**src/rtl/core/lsw_pkg.sv**
```systemverilog
// Shared types and constants for the level sweep threshold finder.
// No dependencies; every module of the block imports this package.
package lsw_pkg;

   localparam int MAX_POINTS = 64;
   localparam int PT_AW      = $clog2(MAX_POINTS);
   localparam int PT_CW      = PT_AW + 1;
   localparam int SUM_W      = 16 + PT_AW + 1;
   localparam int Y_W        = 18;
   localparam int DX_W       = 17;
   localparam int DEN_W      = 19;
   localparam int NUM_W      = 36;
   localparam int NUM_TGT    = 3;

   localparam logic [1:0] STATUS_OK   = 2'd0;
   localparam logic [1:0] STATUS_FEW  = 2'd1;
   localparam logic [1:0] STATUS_DROP = 2'd2;

   localparam logic [1:0] CSR_SMALL_LEVEL = 2'd0;
   localparam logic [1:0] CSR_THD_LOW     = 2'd1;
   localparam logic [1:0] CSR_THD_HIGH    = 2'd2;
   localparam logic [1:0] CSR_COMPRESSION = 2'd3;

   typedef struct packed {
      logic signed [15:0] level_q8;
      logic signed [15:0] gain_q8;
      logic [14:0]        thd_q8;
      logic               clip_seen;
      logic               last;
   } item_type;

   typedef struct packed {
      logic signed [15:0] level_q8;
      logic signed [15:0] gain_q8;
      logic [14:0]        thd_q8;
      logic               clip_seen;
   } point_type;

   typedef struct packed {
      logic signed [15:0] small_signal_level_q8;
      logic [14:0]        thd_low_q8;
      logic [14:0]        thd_high_q8;
      logic [14:0]        compression_q8;
   } cfg_type;

   typedef struct packed {
      logic [1:0]         status;
      logic               hard_clip_any;
      logic signed [15:0] small_gain_q8;
      logic               thd_low_valid;
      logic signed [15:0] thd_low_level_q8;
      logic               thd_high_valid;
      logic signed [15:0] thd_high_level_q8;
      logic               comp_valid;
      logic signed [15:0] comp_level_q8;
   } result_type;

endpackage

```
**src/rtl/core/lsw_front.sv**
```systemverilog
// Input side: a two-word queue that takes sweep points and hands them to the back end.
// Depends on lsw_pkg.
module lsw_front (
   input  logic              clock,
   input  logic              reset,
   input  logic              in_valid,
   input  lsw_pkg::item_type in_item,
   output logic              in_stall,
   output logic              out_valid,
   output lsw_pkg::item_type out_item,
   input  logic              out_ready
);
   import lsw_pkg::*;

   item_type   q_ff [2];
   logic       wr_ptr_ff;
   logic       rd_ptr_ff;
   logic [1:0] fill_ff;
   logic       push;
   logic       pop;

   assign in_stall  = (fill_ff == 2'd2);
   assign push      = in_valid && !in_stall;
   assign out_valid = (fill_ff != 2'd0);
   assign pop       = out_valid && out_ready;
   assign out_item  = q_ff[rd_ptr_ff];

   always_ff @(posedge clock) begin
      if (reset) begin
         wr_ptr_ff <= 1'b0;
         rd_ptr_ff <= 1'b0;
         fill_ff   <= 2'd0;
      end else begin
         if (push) wr_ptr_ff <= ~wr_ptr_ff;
         if (pop) rd_ptr_ff <= ~rd_ptr_ff;
         fill_ff <= fill_ff + 2'(push) - 2'(pop);
      end
   end

   always_ff @(posedge clock) begin
      if (push) q_ff[wr_ptr_ff] <= in_item;
   end

endmodule

```
**config.mk**
```make
export PLATFORM = sky130hd
export DESIGN_NAME = lsw_front
export DESIGN_NICKNAME = d
export VERILOG_FILES = /design/src/rtl/core/lsw_pkg.sv /design/src/rtl/core/lsw_front.sv
export SDC_FILE = /design/constraint.sdc
export NUM_CORES = 1
export LEC_CHECK = 0
export BUFFER_PORTS_ARGS = -buffer_cell sky130_fd_sc_hd__buf_2
export CAP_MARGIN = 10
export CORE_ASPECT_RATIO = 0.8
export CORE_UTILIZATION = 51
export DETAILED_ROUTE_END_ITERATION = 7
export GPL_TIMING_DRIVEN = 0
export PLACE_DENSITY = 0.78
export SLEW_MARGIN = 20
export SYNTH_ARGS = -nofsm -noshare
export SYNTH_HDL_FRONTEND = slang
export SYNTH_SLANG_ARGS = --single-unit
```
**constraint.sdc**
```tcl
create_clock -name clock -period 2.7 [get_ports clock]
set_input_delay 0.54 -clock clock [delete_from_list [all_inputs] [get_ports clock]]
set_output_delay 0.54 -clock clock [all_outputs]
set_load 0.01 [all_outputs]
```
# --- Yosys cells after proc, flatten, opt, wreduce, memory -nomap -nowiden ---
# Memories as Yosys holds them, arrays and structs flattened. A register that Yosys moved wholly into a read port is not among the register bits.
# Index checks and enable logic that the tools add are counted.
totals:
  out_inout_bits: 51
  mem_bits_rw: 98
  mem_count: 1
  elab_cells: 17
  register_bits: 4
memory_table:
  columns: ["memory", "depth", "word_bits", "read_ports", "rd_clocked_by_memory_dff", "write_ports", "line_no", "text"]
  rows:
  - ["q_ff", 2, 49, 1, 1, 1, "lsw_front.sv:15", "item_type q_ff [2];"]
classes:
  reduce_logical: 4
  addsub: 2
  n_eq_ne: 1
  n_bitwise: 2
  muxes: 4
op_table:
  columns: ["operator", "count"]
  rows:
  - ["1-bit two-way mux", 4]
  - ["2-bit by 1-bit adder with 2-bit output", 1]
  - ["2-bit equality test (second input constant)", 1]
  - ["1-bit logical AND", 2]
  - ["1-bit inverter", 2]
  - ["2-bit nonzero test", 1]
  - ["2-bit by 1-bit subtractor with 2-bit output", 1]
  - ["1-bit zero test", 1]

# --- Longest topological paths before layout ---
logic_depth:
  depth_word: 5
  depth_mapped: 8

# --- Worst setup path before layout ---
# OpenSTA, ideal clock, no wires.
synth_timing:
  path_type: "in2reg"
  startpoint: "input port in_valid"
  endpoint: "memory q_ff[0][0] (netlist bit), enable pin"
  arrival_time_ns: 1.897
  slack_ns: 0.400
  t_required_ns: 2.297
  stages: 3
  cell_sequence: "inv_1 -> or3_1 -> inv_1"
synth_between:
  elab_chain_cells: 3
synth_lines:
  columns: ["element", "line_no", "text"]
  rows:
  - ["start, declared", "lsw_front.sv:6", "input logic in_valid,"]
  - ["1-bit logical AND", "lsw_front.sv:23", "assign push = in_valid && !in_stall;"]
  - ["1-bit two-way mux", "lsw_front.sv:41", "if (push) q_ff[wr_ptr_ff] <= in_item;"]
  - ["1-bit two-way mux (not written as such)", "lsw_front.sv:41", null]
  - ["end, declared", "lsw_front.sv:15", null]
# No other way between the ends.

==> impl_metrics.yaml <==
yosys:
  synth_commonest_cells: "98 x edfxtp_1, 49 x mux2_2, 5 x dfxtp_1"
  ys_seq_area_frac: 0.8088
  synthArstFlopShare: 0
  synth-seq-cells: 103
  yosys_most_used_dff: "edfxtp_1"
  syn_area_per_cell_um2: 21.14
  synth_cells: 178
  synth_warnings: 0
  synth.top_cells.by_area: "edfxtp_1 78%, mux2_2 15%, dfxtp_1 2.7%, ha_1 0.67%, xnor2_1 0.47%"
  synth_edf_count: 98
  netlist_area_um2: 3762
  synth.net_count: 233
  yosysMostFrequentCell: "edfxtp_1"
  synth_top_area_frac: 0.7822
  synthDominantAreaCellType: "edfxtp_1"
  synth.distinct_cells: 21
status:
  violations: "DRC"
  outcome: "finished with violations"
floorplanning:
  die_area_um2: 7727
  die_x_um: 98.03
  ios: 104
  num_rows: 27
  die-height_um: 78.82
  start_util: 0.5380
  core_um2: 6993
grt:
  grt_pass1_vias: 2012
  grt_pass1_wl_um: 9349
  grt_max_degree: 50
  overflow: 0
  antenna_found_initial: 0
  grt_use_total: 0.1643
timing:
  skew_ns: 0.009474
  rsz0062_at_grt: "false"
  setup_violations: 0
  fin_crit_ns: 2.140
  fin_ws_ns: 0.5604
  final_max_slew_viol_count: 0
  max_freq_mhz: 467.4
  worst_pin_slew_ns: 0.6876
  tns_ns: 0
  slew_headroom: 0.5416
  period_share: 0.7924
  hold_viol: 0
power:
  pwr-share-comb: 0.263
  power.share.sequential: 0.525
  p_per_area_nw_per_um2: 847.7
  ir_drop_v: 0.0004826
  swShare: 0.2758
  internal-power_mw: 2.806
  p_switching_mw: 1.069
  p_clk_frac: 0.212
  power_leakage_nw: 1.734
worst_hold_path:
  hp-class: "in -> reg"
  min_to: "q_ff[0][48]"
  hp-start: "in_item[48]"
  hold-path-cell-count: 1
placement:
  globalplace.congestion: 0.6717
  placed_area_um2: 4410
  place_inst: 369
  dp_hpwl_um: 3899
  dpl_worst_slack_ns: 0.5862
  port_buffers: 103
route:
  wire_per_inst_um: 15.52
  drc: 8
  vias_per_cell: 5.039
  ant_nets: 0
  first_iter_violations: 87
  met2WireLength_um: 2842
  wl_met3_um: 590
  wl_met1_um: 2476
  num_vias: 1930
  routed_wl_um: 5945
  dr.pass1.iters: 6
  topRoutingLayerUsed: "met4"
clock_network:
  cts.sinks: 103
  cts_made_buffers: 9
  holdBufCountCts: 0
  clockBufferDepth: 2
  clk_latency_ns: 0.35
  post_cts_buffers: 0
  cts_tree: "yes"
  cts_resized: 0
  clock-root-buffer: "clkbuf_8"
  clkSlewWorstSetupHoldPaths_ns: 0.10
  htreeDepth: 3
worst_setup_path:
  r2r_slack_ns: 0.77
  rr_endpoint: "q_ff[0][2]"
  reg2reg_depth: 5
  crit_buf_inv: 3
  path_cells: "buf_4 -> buf_6 -> mux2_2 -> buf_2"
  cp-end-kind: "primary output"
  r2r_start: "fill_ff[0]"
  critPathKind: "reg -> out"
  path_max_fanout: 10
  crit_arrival_ns: 1.60
  cp.required_ns: 2.16
  crit_family: "buffers and inverters"
  max_stage_delay_ns: 0.38
  cpMaxStageDelayCell: "dfxtp_1"
  worst_setup_path_start_kind: "register"
final_layout:
  drive_gt1_frac: 0.5946
  num_antenna_cells: 0
  register_area_um2: 3043
  fin_util: 0.6536
  syn_to_final_growth_pct: 21.48
  fillCellCount: 513
  multi_input_area_um2: 674.4
  fin_area_um2: 4571
  layout.cells.non_filler: 383
  nNetsFinal: 348
run:
  drv_cap: 0
layout make-up:
class,count,share of cell area
buffer,5,0.007391
clock buffer,10,0.02792
clock inverter,4,0.007117
inverter,4,0.003285
multi-input combinational,66,0.1476
sequential,103,0.6658
tap,87,0.02382
timing repair buffer,104,0.1172
per-layer routing:
metal | up-vias | track usage
met1 | 921 | 0.1875
met2 | 83 | 0.2655
li1 | 920 | -
met3 | 6 | 0.08627
met4 | 0 | 0.05909
met5 | - | 0
flip-flops by register name (all words and copies together), names as in the netlist, named ones only:
register,count
fill_ff,2
q_ff,98
rd_ptr_ff,1
wr_ptr_ff,1
kinds of logic (layout without fill, tap and decap cells):
family | count (synthesis) | in the layout | share of synthesized area
flops | 103 | 103 | 0.8088
mux | 49 | 49 | 0.1467
simple gates | 9 | 9 | 0.01331
buf+inv | 9 | 127 | 0.01297
compound gates | 3 | 3 | 0.004654
xor+xnor | 3 | 3 | 0.006985
fa+ha+maj | 2 | 2 | 0.006650
power by group through the flow:
stage	registers (mW)	clock network, mW	logic [mW]
floorplan	2.06	0	0.653
global placement	2.07	0	0.992
detailed placement	2.07	0	1.03
CTS	2.04	0.854	1.04
global route	2.06	0.910	1.10
finish	2.03	0.823	1.02
how the worst max path moves through the flow:
stage / to / cells past startpoint
3_3_place_gp: q_ff[0][45] / 4
4_1_cts: out_item[40] / 4
6_report: out_item[40] / 4
2_1_floorplan: q_ff[0][0] / 3
3_5_place_dp: q_ff[0][1] / 5
5_1_grt: out_item[45] / 4
metrics by stage:
stage	power (mW)	hold WS, ns
after floorplan	2.713	0.4515
after global placement	3.065	0.4650
after detailed placement	3.105	0.4875
after CTS	3.930	0.3450
after global routing	4.063	0.3326
final	3.875	0.3648
layout by cell type (no fill, tap or decap), types with 2 or more instances in the layout:
cell type	instances
ha_1	2
edfxtp_1	98
inv_2	2
mux2_2	49
buf_2	106
inv_1	2
dfxtp_1	5
clkbuf_8	9
nor2_1	3
xnor2_1	2
inv_6	2
clkinvlp_4	2
(Power assumes the default switching activity.)
